==> src/rtl/core/dnsa_pkg.sv <==
// Shared types and constants for the DNS answer A-record extractor.
package dnsa_pkg;

	// Fixed header length of a DNS message in bytes.
	localparam int unsigned HDR_LEN = 12;
	// A name byte at or above this value starts a compression pointer.
	localparam logic [7:0] PTR_MARK = 8'd192;
	// Length of the fixed part of an answer record (type, class, TTL, length).
	localparam logic [15:0] AFIX_LEN = 16'd10;
	// Type and class bytes that follow the question name.
	localparam logic [15:0] QTAIL_LEN = 16'd4;
	// Record type and payload length of an IPv4 address record.
	localparam logic [15:0] TYPE_A = 16'd1;
	localparam logic [15:0] ADDR_LEN = 16'd4;

	// One message byte with its end-of-message flag.
	typedef struct packed {
		logic [7:0] data_byte;
		logic       last_byte;
	} in_t;

	// One lookup result.
	typedef struct packed {
		logic        found;
		logic [31:0] ipv4_address;
	} out_t;

endpackage

==> src/rtl/core/dnsa_parser.sv <==
// Byte-wise DNS response parser state and its next-state logic.
module dnsa_parser #(
	parameter int unsigned MAX_LEN = 512
) (
	input  logic           clk,
	input  logic           arst_n,
	input  logic           step,
	input  dnsa_pkg::in_t  item,
	output dnsa_pkg::out_t result
);
	import dnsa_pkg::*;

	localparam int unsigned PW = $clog2(MAX_LEN + 1);

	typedef enum logic [3:0] {
		PH_HDR,
		PH_QLEN,
		PH_QSKIP,
		PH_QPTR,
		PH_QTAIL,
		PH_ALEN,
		PH_ASKIP,
		PH_APTR,
		PH_AFIX,
		PH_RDATA,
		PH_DONE
	} phase_t;

	phase_t      phase_q, phase_n;
	logic [PW-1:0] pos_q, pos_n;
	logic [15:0] answers_q, answers_n;
	logic [15:0] skip_q, skip_n;
	logic [15:0] rtype_q, rtype_n;
	logic [15:0] plen_q, plen_n;
	logic [31:0] addr_q, addr_n;
	logic        found_q, found_n;

	logic [15:0] skip_inc;
	logic [15:0] ans_dec;
	phase_t      after_record;
	logic        in_question;

	// Helper values shared by several phases.
	always_comb begin
		skip_inc     = skip_q + 16'd1;
		ans_dec      = answers_q - 16'd1;
		after_record = (ans_dec == 16'd0) ? PH_DONE : PH_ALEN;
		in_question  = (phase_q == PH_QLEN) || (phase_q == PH_QSKIP);
	end

	// Next state for one message byte.
	always_comb begin
		phase_n   = phase_q;
		pos_n     = pos_q;
		answers_n = answers_q;
		skip_n    = skip_q;
		rtype_n   = rtype_q;
		plen_n    = plen_q;
		addr_n    = addr_q;
		found_n   = found_q;
		if (pos_q < PW'(MAX_LEN)) begin
			pos_n = pos_q + PW'(1);
			unique case (phase_q)
				PH_HDR: begin
					if (pos_q == PW'(6)) begin
						answers_n = {item.data_byte, 8'h00};
					end else if (pos_q == PW'(7)) begin
						answers_n = {answers_q[15:8], item.data_byte};
					end
					if (pos_q == PW'(HDR_LEN - 1)) begin
						phase_n = PH_QLEN;
					end
				end
				PH_QLEN, PH_ALEN: begin
					if (item.data_byte == 8'd0) begin
						skip_n  = 16'd0;
						phase_n = in_question ? PH_QTAIL : PH_AFIX;
					end else if (item.data_byte >= PTR_MARK) begin
						phase_n = in_question ? PH_QPTR : PH_APTR;
					end else begin
						skip_n  = {8'h00, item.data_byte};
						phase_n = in_question ? PH_QSKIP : PH_ASKIP;
					end
				end
				PH_QSKIP, PH_ASKIP: begin
					skip_n = skip_q - 16'd1;
					if (skip_n == 16'd0) begin
						phase_n = in_question ? PH_QLEN : PH_ALEN;
					end
				end
				PH_QPTR: begin
					skip_n  = 16'd0;
					phase_n = PH_QTAIL;
				end
				PH_APTR: begin
					skip_n  = 16'd0;
					phase_n = PH_AFIX;
				end
				PH_QTAIL: begin
					skip_n = skip_inc;
					if (skip_inc >= QTAIL_LEN) begin
						phase_n = (answers_q == 16'd0) ? PH_DONE : PH_ALEN;
					end
				end
				PH_AFIX: begin
					if (skip_q == 16'd0) begin
						rtype_n = {item.data_byte, 8'h00};
					end else if (skip_q == 16'd1) begin
						rtype_n = {rtype_q[15:8], item.data_byte};
					end else if (skip_q == 16'd8) begin
						plen_n = {item.data_byte, 8'h00};
					end else if (skip_q == 16'd9) begin
						plen_n = {plen_q[15:8], item.data_byte};
					end
					skip_n = skip_inc;
					if (skip_inc >= AFIX_LEN) begin
						skip_n = 16'd0;
						if (plen_n == 16'd0) begin
							answers_n = ans_dec;
							phase_n   = after_record;
						end else begin
							phase_n = PH_RDATA;
						end
					end
				end
				PH_RDATA: begin
					skip_n = skip_inc;
					if (rtype_q == TYPE_A && plen_q == ADDR_LEN) begin
						addr_n = {addr_q[23:0], item.data_byte};
						if (skip_inc >= ADDR_LEN) begin
							found_n = 1'b1;
							phase_n = PH_DONE;
						end
					end else if (skip_inc >= plen_q) begin
						answers_n = ans_dec;
						phase_n   = after_record;
					end
				end
				default: begin
				end
			endcase
		end
	end

	// Result as it stands after this byte.
	always_comb begin
		result.found        = found_n;
		result.ipv4_address = found_n ? addr_n : 32'd0;
	end

	// State registers; the last byte of a message returns them to reset.
	always_ff @(posedge clk or negedge arst_n) begin
		if (!arst_n) begin
			phase_q   <= PH_HDR;
			pos_q     <= '0;
			answers_q <= '0;
			skip_q    <= '0;
			rtype_q   <= '0;
			plen_q    <= '0;
			addr_q    <= '0;
			found_q   <= 1'b0;
		end else if (step) begin
			if (item.last_byte) begin
				phase_q   <= PH_HDR;
				pos_q     <= '0;
				answers_q <= '0;
				skip_q    <= '0;
				rtype_q   <= '0;
				plen_q    <= '0;
				addr_q    <= '0;
				found_q   <= 1'b0;
			end else begin
				phase_q   <= phase_n;
				pos_q     <= pos_n;
				answers_q <= answers_n;
				skip_q    <= skip_n;
				rtype_q   <= rtype_n;
				plen_q    <= plen_n;
				addr_q    <= addr_n;
				found_q   <= found_n;
			end
		end
	end

endmodule

==> src/rtl/core/dnsa_result_reg.sv <==
// Output register that holds one result until the consumer takes it.
module dnsa_result_reg (
	input  logic           clk,
	input  logic           arst_n,
	input  logic           load,
	input  dnsa_pkg::out_t load_data,
	input  logic           res_ready,
	output logic           res_valid,
	output dnsa_pkg::out_t res_data
);
	import dnsa_pkg::*;

	logic valid_q;
	out_t data_q;

	// Valid flag: set on load, cleared when the transaction completes.
	always_ff @(posedge clk or negedge arst_n) begin
		if (!arst_n) begin
			valid_q <= 1'b0;
		end else if (load) begin
			valid_q <= 1'b1;
		end else if (res_ready) begin
			valid_q <= 1'b0;
		end
	end

	// Payload is captured only on load.
	always_ff @(posedge clk) begin
		if (load) begin
			data_q <= load_data;
		end
	end

	assign res_valid = valid_q;
	assign res_data  = data_q;

endmodule

==> src/rtl/core/dns_answer_a_record_extractor_core.sv <==
// Top level of the DNS answer A-record extractor: input register, parser, result register.
//
// Takes a DNS response one byte per transaction on the msg channel and, on the byte
// flagged as last, delivers one result on the res channel: found and the IPv4 address of
// the first complete type 1 answer with a 4-byte payload. One byte is accepted every
// cycle; a byte is held in the input register, and the parser state advances
// at the clock edge that takes it out, so a result is offered from the clock edge that
// follows the acceptance of its last byte. Only a last byte waits, and
// only while the previous result is still unclaimed on the res channel. Bytes beyond
// MAX_LEN-1 are not parsed.
module dns_answer_a_record_extractor_core #(
	parameter int unsigned MAX_LEN = 512
) (
	input  logic           clk,
	input  logic           arst_n,
	input  logic           msg_valid,
	output logic           msg_ready,
	input  dnsa_pkg::in_t  msg_data,
	output logic           res_valid,
	input  logic           res_ready,
	output dnsa_pkg::out_t res_data
);
	import dnsa_pkg::*;

	logic valid_s1;
	in_t  data_s1;
	logic fire_s1;
	logic emit;
	out_t step_result;

	// A byte leaves the input register unless it would overwrite a waiting result.
	always_comb begin
		fire_s1   = valid_s1 && (!data_s1.last_byte || !res_valid || res_ready);
		msg_ready = !valid_s1 || fire_s1;
		emit      = fire_s1 && data_s1.last_byte;
	end

	// Input register.
	always_ff @(posedge clk or negedge arst_n) begin
		if (!arst_n) begin
			valid_s1 <= 1'b0;
		end else if (msg_valid && msg_ready) begin
			valid_s1 <= 1'b1;
		end else if (fire_s1) begin
			valid_s1 <= 1'b0;
		end
	end

	always_ff @(posedge clk) begin
		if (msg_valid && msg_ready) begin
			data_s1 <= msg_data;
		end
	end

	// Parser state machine.
	dnsa_parser #(
		.MAX_LEN(MAX_LEN)
	) u_parser (
		.clk   (clk),
		.arst_n(arst_n),
		.step  (fire_s1),
		.item  (data_s1),
		.result(step_result)
	);

	// Result register.
	dnsa_result_reg u_result (
		.clk      (clk),
		.arst_n   (arst_n),
		.load     (emit),
		.load_data(step_result),
		.res_ready(res_ready),
		.res_valid(res_valid),
		.res_data (res_data)
	);

endmodule

==> config.mk <==
export PLATFORM = sky130hd
export DESIGN_NAME = dns_answer_a_record_extractor_core
export DESIGN_NICKNAME = d
export VERILOG_FILES = /design/src/rtl/core/dnsa_pkg.sv /design/src/rtl/core/dnsa_parser.sv /design/src/rtl/core/dnsa_result_reg.sv /design/src/rtl/core/dns_answer_a_record_extractor_core.sv
export SDC_FILE = /design/constraint.sdc
export NUM_CORES = 1
export LEC_CHECK = 0
export BUFFER_PORTS_ARGS = -buffer_cell sky130_fd_sc_hd__buf_2
export CORE_MARGIN = 2
export CORE_UTILIZATION = 46
export DETAILED_ROUTE_END_ITERATION = 16
export PLACE_DENSITY = 0.69
export SYNTH_ARGS = -nofsm -noshare
export SYNTH_HDL_FRONTEND = slang
export SYNTH_SLANG_ARGS = --single-unit
==> constraint.sdc <==
create_clock -name clk -period 4.6 [get_ports clk]
set_input_delay 0.46 -clock clk [delete_from_list [all_inputs] [get_ports clk]]
set_output_delay 0.46 -clock clk [all_outputs]
set_load 0.1 [all_outputs]
# Word-level counts from Yosys, hierarchy flattened
# Index checks and enable logic that the tools add are counted.
[op_classes]
add_sub_neg = 4
multipliers = 0
div_mod_pow = 0
magnitude_cmp = 5
n_eq_ne = 29
shifts = 0
muxes = 63
bitwise = 0
reduce_logical = 39
[op_table]
columns = ["cell", "n"]
rows = [
  ["$mux W16", 24],
  ["$mux W32", 4],
  ["$logic_not A16 Y1", 5],
  ["$pmux W16 S5", 1],
  ["$mux W4", 15],
  ["$pmux W16 S3", 1],
  ["$eq A16 B1 Y1 const B", 2],
  ["$eq A16 B4 Y1 const B", 2],
  ["$pmux W4 S8", 1],
  ["$sub A16 B1 Y16 const B", 2],
  ["$mux W8", 3],
  ["$ne A3 B2 Y1 const B", 7],
  ["$eq A10 B3 Y1 const B", 2],
  ["$mux W10", 2],
  ["$add A16 B1 Y16 const B", 1],
  ["$eq A16 B3 Y1 const B", 1],
  ["$eq A4 B3 Y1 const B", 4],
  ["$ge A16 B16 Y1", 1],
  ["$ge A16 B3 Y1 const B", 1],
  ["$ge A16 B4 Y1 const B", 1],
  ["$reduce_and A8 Y1", 2],
  ["$reduce_and A4 Y1", 3],
  ["$add A10 B1 Y10 const B", 1],
  ["$eq A10 B4 Y1 const B", 1],
  ["24 further kinds", 53],
]
[totals]
reg_bits = 155
latch_bits = 0
ramBits = 0
romBits = 0
input_bits = 13
out_inout_bits = 35
elab_cells = 156
mem_count = 0

# Logic depth before layout (Yosys ltp)
# Gate-level depths: netlist (run 1).
[depth]
word_depth = 13
depth_mapped = 17
mapped_depth_nobuf = 14

# By module
# Synthesis (run 1) repeated with hierarchy kept, for this count alone.
[hier_totals]
cells_unflattened = 1025
area_unflattened_um2 = 9437.8
[by_module_without_submodules]
columns = ["module", "n_inst", "cells_per_inst", "area_each_um2", "seq_area_each_um2"]
rows = [
  ["dnsa_parser", 1, 972, 8066.5, 2777.7],
  ["dnsa_result_reg", 1, 36, 1027.2, 1016.0],
  ["dns_answer_a_record_extractor_core", 1, 17, 344.1, 295.3],
]

# Least setup slack after synthesis (run 1)
# No wires, ideal clock.
[synth_timing]
kind = "reg-to-reg"
start = "register u_parser.skip_q[0]"
end = "register u_parser.answers_q[4]"
setup_ps = 125
t_arrival_ps = 2984
required_time_ps = 4475
setup_slack_ps = 1491
stages_incl_launch_ff = 15
n_path_buf = 2
period_less_slack_ps = 3109
cell_sequence = "dfrtp_1 > clkbuf_1 > and4_1 > nand2_1 > xnor2_1 > ha_1 > a21o_1 > a2111oi_0 > o21a_1 > o221ai_1 > a21o_1 > o211ai_2 > buf_6 > nor2_1 > mux2_4"
[synth_via]
elab_chain_cells = 10
word_cells_on_any_way = 18
classes_between = "add/sub: 1; order compare: 2; eq/ne: 6; mux: 6; reduce/logical: 3"
[synth_lines]
columns = ["item", "line", "rtl"]
rows = [
  ["from (decl)", "dnsa_parser.sv:32", "logic [15:0] skip_q, skip_n;"],
  ["from (signal assigned)", "dnsa_parser.sv:176", "skip_q <= skip_n;"],
  ["branches (longest 9 deep; another with $add A16 B1 Y16)", "n/a", ""],
  ["$reduce_and A8 Y1 (no source line) (*)", "n/a", ""],
  ["to (signal assigned)", "dnsa_parser.sv:175", "answers_q <= answers_n;"],
  ["to (decl)", "dnsa_parser.sv:31", "logic [15:0] answers_q, answers_n;"],
]
# Mark *: on every way between the ends. The select of a mux whose other input is x is not followed.
# A chain may end at the register's enable or synchronous reset.

# Worst setup path after layout (run 1)
[layout_timing]
start = "register u_parser.skip_q[3]"
end = "register u_parser.answers_q[10]"
# Same word-level chain as after synthesis.

==> flow_summary.toml, run 1 <==
[logic_synthesis]
ys.warnings.count = 0
async_flop_share = 0.729
synth_top_area_frac = 0.307
yosysSeqAreaShare = 0.444
yosys-top-cells-area = "dfrtp_1 31%, edfxtp_1 14%, nand2_1 4.8%, a22o_1 4.8%, ha_1 3.5%"
synth_nets = 1042
synth_top_area_cell = "dfrtp_1"
synth-main-ff-cell = "dfrtp_1"
yosysUniqueCellTypes = 83
synth_area_um2 = 9210
synthCells = 1003
ys_seq_elements = 155
synth_most_common_cell = "nand2_1"
avgSynthCellArea_um2 = 9.19
synth_commonest_cells = "118 x nand2_1, 113 x dfrtp_1, 76 x nor2_1"
synth_edf_count = 42

[worst_setup_path]
crit_family = "simple AND/OR/NAND/NOR gates"
cpPeakStageDelay_ns = 0.61
arrival_ns = 4.17
cp-start-kind = "flip-flop"
critPathSlowestCell = "dfrtp_1"
criticalPathCategory = "flip-flop to flip-flop"
critPathCaptureType = "flip-flop"
worstPathCellList = "nand4_2 > nor4_2 > nand3_1 > xnor2_1 > ha_1 > and4_1 > nand2_1 > a31oi_1 > a21o_1 > o211ai_2 > or2_1 > a211o_1"
path_max_fanout = 14
cp_data_required_time_ns = 4.93
cp.buffers_inverters = 0

[floorplan]
dieWidth_um = 146
dieHeight_um = 146
die_area_um2 = 21200
rows = 51
io_pins = 48
initial_core_util = 0.470
coreArea_um2 = 19600

[placed_design]
portBuffers = 47
placed_area_um2 = 9670
dpl.cell_count = 1268
dp_slack_ns = 0.872
dpl.hpwl_um = 17100
routabilityCongestion = 0.940

[drt]
drc_errors = 0
drt-total-wl_um = 25300
routed_via_density = 6.15
drtPass1Iterations = 6
detailedRoute.firstIterationViolations = 866
drtAntennaViolNets = 0
vias = 8001
wl_per_cell_um = 19.4

[final_layout]
final_design_area_no_fill_um2 = 10300
nNetsFinal = 1062
finalNonFillerCells = 1302
drive_gt1_frac = 0.144
fin_util = 0.526
nFillCells = 1785
syn_to_final_growth_pct = 11.8

[clocking]
root_buffer = "clkbuf_16"
tritoncts = "yes"
clk_latency_ns = 0.44
clock_sinks = 155
post_cts_resized = 0
clockBufferDepth = 2
postCtsSetupBuffers = 0
path_clk_slew_ns = 0.07
cts-buffers-inserted = 17
htreeDepth = 4

[sta]
final_max_slew_viol_count = 0
skew_ns = 0.0149
maxSlewHeadroom = 0.225
layout_min_cycle_time_ns = 3.85
setup_ws_ns = 0.752
min_period_over_period = 0.837
rsz0062_at_grt = "no"
fin_tns_setup_ns = 0
holdWs_ns = 0.199
setup_viol = 0
worstMarginPinSlew_ns = 1.15
hold_viol_final = 0
fmax_ghz = 0.260

[flow_run]
maxCapViolCount = 0

[grt]
gr-total-overflow = 0
track_usage = 0.242
grt_first_pass_wirelength_um = 41100
grt_max_degree = 74
grt_pass1_vias = 7489
antenna_found_initial = 1

[power]
p_total_mw = 4.35
powerDensity_nw_per_um2 = 422
cellLeakagePower_nw = 4.26
vdd_drop_max_mv = 0.275

[worst_hold_path]
worstHoldPathType = "primary input to flip-flop"

[outcome]
outcome = "completed"
==> final cells by class <==
type | count | area, um2 | area share
diodes | 1 | 2.50 | 0.000243
clock buffers | 17 | 425 | 0.0413
clock inverters | 15 | 190 | 0.0185
inverters | 40 | 150 | 0.0146
multi-input cells | 733 | 4650 | 0.452
flip-flops and latches | 155 | 4090 | 0.397
well taps | 265 | 332 | 0.0322
repair buffers | 76 | 458 | 0.0445
==> metal layers <==
metal / vias to the layer above / share of wire / track usage
met3: 46 / 0.081 / 0.0614
met2: 362 / 0.46 / 0.357
li1: 3735 / - / -
met5: - / 0 / 0
met4: 0 / 0.021 / 0.0809
met1: 3858 / 0.44 / 0.348
==> layout by cell type (no fill, tap or decap), types with 18 or more instances in the layout <==
cell type and count:
nor4_1 19, buf_2 46, edfxtp_1 42, ha_1 26, buf_4 29, nand3_1 41
xor2_1 23, o21ai_0 43, inv_1 39, nand2_1 118, a31oi_1 18, nor2_1 74
nand4_1 20, a21oi_1 61, a22o_1 50, nor3_1 27, dfrtp_1 113
==> worst register-to-register path, stage by stage (launching register included) <==
cell and delay (ns):
dfrtp_1 0.61, nand4_2 0.26, nor4_2 0.61, nand3_1 0.17, xnor2_1 0.17, ha_1 0.30, and4_1 0.19, nand2_1 0.06
a31oi_1 0.13, a21o_1 0.18, o211ai_2 0.29, or2_1 0.45, a211o_1 0.32
==> power by group <==
| group | internal (mW) | switching [mW] |
|---|---|---|
| Combinational | 0.459 | 0.791 |
| Clock | 0.743 | 0.694 |
| Sequential | 1.51 | 0.157 |
| Total | 2.71 | 1.64 |
==> timing repair <==
item,4_1_cts,5_1_grt
endpoints found under the setup margin,0,0
endpoints found under the hold margin,6,0
hold buffers,1,0
==> flip-flops by register name (all words and copies together), names as in the netlist, 4 cells and up <==
register and flops:
data_s1 9, u_parser.addr_q 32, u_parser.answers_q 16, u_parser.phase_q 4
u_parser.plen_q 16, u_parser.pos_q 10, u_parser.rtype_q 16, u_parser.skip_q 16
u_result.res_data 33
==> cell families (layout without fill, tap and decap cells) <==
kind of cell / Yosys count / after routing / share of synthesized area
simple gates: 389 / 389 / 0.216
compound gates: 268 / 268 / 0.202
flops: 155 / 155 / 0.444
buf+inv: 115 / 148 / 0.0523
xor+xnor: 40 / 40 / 0.0380
fa+ha+maj: 26 / 26 / 0.0353
mux: 10 / 10 / 0.0121
other cells: 0 / 1 / 0
==> path summary, 6_finish.rpt <==
path,start,to,slack [ns],depth (start not counted)
worst min-delay path,msg_data[2],data_s1[2],0.20,1
worst max register to register,u_parser.skip_q[3],u_parser.answers_q[10],0.75,12
min in group asynchronous,arst_n,u_parser.addr_q[26],0.36,2
max in group asynchronous,arst_n,u_parser.plen_q[10],3.06,3
worst max-delay path,u_parser.skip_q[3],u_parser.answers_q[10],0.75,12
worst min register to register,u_parser.addr_q[30],u_parser.addr_q[30],0.49,1
No activity file was read; power rests on OpenSTA's default activity.
==> run 2: changes to the inputs <==
--- a/config.mk
+++ b/config.mk
@@ -9,7 +9,7 @@
 export CORE_MARGIN = 2
 export CORE_UTILIZATION = 46
 export DETAILED_ROUTE_END_ITERATION = 16
-export PLACE_DENSITY = 0.69
+export PLACE_DENSITY = 0.71
 export SYNTH_ARGS = -nofsm -noshare
 export SYNTH_HDL_FRONTEND = slang
 export SYNTH_SLANG_ARGS = --single-unit
==> constraint.sdc (replaced) <==
create_clock -name clk -period 3.5 [get_ports clk]
set_input_delay 0.35 -clock clk [delete_from_list [all_inputs] [get_ports clk]]
set_output_delay 0.35 -clock clk [all_outputs]
set_load 0.1 [all_outputs]
==> run 2 against run 1 <==
Net effect: first-iteration DRC count is 3.1% higher; register-to-register slack lost 0.61 ns; total power grew 33%.
==> flow_summary.toml, run 2 (same netlist as run 1, synthesis figures left out) <==
[drt]
vias = 8224
routed_via_density = 6.17
wl_per_cell_um = 19.5
drtPass1Iterations = 6
drt-total-wl_um = 26000
detailedRoute.firstIterationViolations = 893
drc_errors = 0
drtAntennaViolNets = 0

[clocking]
clock_sinks = 155
clockBufferDepth = 2
cts-buffers-inserted = 17
path_clk_slew_ns = 0.08
htreeDepth = 4
tritoncts = "yes"
clk_latency_ns = 0.44
root_buffer = "clkbuf_16"
postCtsSetupBuffers = 0

[placed_design]
routabilityCongestion = 0.953
portBuffers = 47
dp_slack_ns = 0.156
dpl.cell_count = 1300
dpl.hpwl_um = 17700

[worst_setup_path]
arrival_ns = 3.68
critPathCaptureType = "flip-flop"
cp-start-kind = "flip-flop"
path_max_fanout = 11
rr_startpoint = "u_parser.skip_q[0]"
cp_data_required_time_ns = 3.83
crit_start = "u_parser.skip_q[0]"
criticalPathCategory = "flip-flop to flip-flop"

[sta]
skew_ns = 0.0179
hold_viol_final = 0
worstMarginPinSlew_ns = 1.18
maxSlewHeadroom = 0.215
rsz0062_at_grt = "no"
layout_min_cycle_time_ns = 3.35
min_period_over_period = 0.958
setup_viol = 0
fin_tns_setup_ns = 0
setup_ws_ns = 0.147
fmax_ghz = 0.298
final_max_slew_viol_count = 0

[grt]
grt_use_met2 = 0.394
globalRouteMet3Util = 0.0392
antenna_found_initial = 0
grtUsageMet1 = 0.338
grt_max_degree = 66
grt_pass1_vias = 7719
gr-total-overflow = 0
grt_first_pass_wirelength_um = 41700
track_usage = 0.245
busiest_layer = "met2"

[final_layout]
syn_to_final_growth_pct = 14.5
final_common_cell = "nand2_1"
seq_area_um2 = 4090
drive_gt1_frac = 0.171
diodes = 0
layout_common_cells = "118 x nand2_1, 112 x dfrtp_1, 74 x nor2_1"
fin_util = 0.538
finalNonFillerCells = 1333
nNetsFinal = 1094
nFillCells = 1781
largest_reg_flops = 33
multi_input_area_um2 = 4670

[floorplan]
initial_core_util = 0.470
rows = 51
dieWidth_um = 146
die_area_um2 = 21200
dieHeight_um = 146
coreArea_um2 = 19600
io_pins = 48

[power]
cellLeakagePower_nw = 4.41
powerDensity_nw_per_um2 = 549
vdd_drop_max_mv = 0.379

[flow_run]
maxCapViolCount = 0

[worst_hold_path]
min_from = "msg_data[7]"
worstHoldPathType = "primary input to flip-flop"

[outcome]
outcome = "completed"
==> run 2: cell count changes in the layout (fill, tap and decap cells not counted), sizes merged <==
cell,change
buf,+32
clkinv,-2
diode,-1
inv,+2
==> run 2: cell type report <==
type | count | area share
repair buffers | 108 | 0.0674
well taps | 265 | 0.0314
inverters | 40 | 0.0142
multi-input cells | 733 | 0.443
flip-flops and latches | 155 | 0.388
clock buffers | 17 | 0.0403
clock inverters | 15 | 0.0159
==> run 2: path summary, 6_finish.rpt <==
check | to | slack [ns] | cells past startpoint
min | data_s1[7] | 0.08 | 1
min in group asynchronous | u_parser.skip_q[7] | 0.50 | 2
max | u_parser.answers_q[10] | 0.15 | 11
max in group asynchronous | u_parser.rtype_q[8] | 2.20 | 3
min reg2reg | u_parser.addr_q[30] | 0.48 | 1
max reg2reg | u_parser.answers_q[10] | 0.15 | 11
==> run 2: power breakdown <==
group          switching (mW)  internal [mW]  total, mW
logic                    1.08          0.671       1.75
clock network           0.906          0.965       1.87
registers               0.186           1.98       2.17
==> run 2: layer usage <==
metal / routed length, um / part of all wire
met1: 11200 / 0.43
met3: 1720 / 0.066
met5: 0 / 0
met2: 12300 / 0.47
met4: 763 / 0.029
==> run 2: per-stage QoR <==
stage | hold slack (ns) | power [mW] | instance area, um2
final | 0.0819 | 5.79 | 10500
after global routing | 0.0661 | 6.07 | 10500
after CTS | 0.0706 | 5.77 | 10500
after detailed placement | 0.446 | 3.89 | 9920
after global placement | 0.440 | 3.88 | 9920
after floorplan | 0.0544 | 3.41 | 9210
==> run 2: critical path, stage by stage, from the launching register on <==
cell      delay [ns]
dfrtp_1         0.41
buf_4           0.22
inv_1           0.08
ha_1            0.36
or3_1           0.39
a21oi_1         0.34
nand2_1         0.14
or4_1           0.53
o211ai_4        0.23
buf_4           0.22
nor3_1          0.05
a211o_1         0.28
==> run 2: what timing repair did <==
item / CTS / global route
setup endpoints to repair: 0 / 22
gates resized for setup: 0 / 5
hold endpoints to repair: 41 / 0
hold buffers: 1 / 0
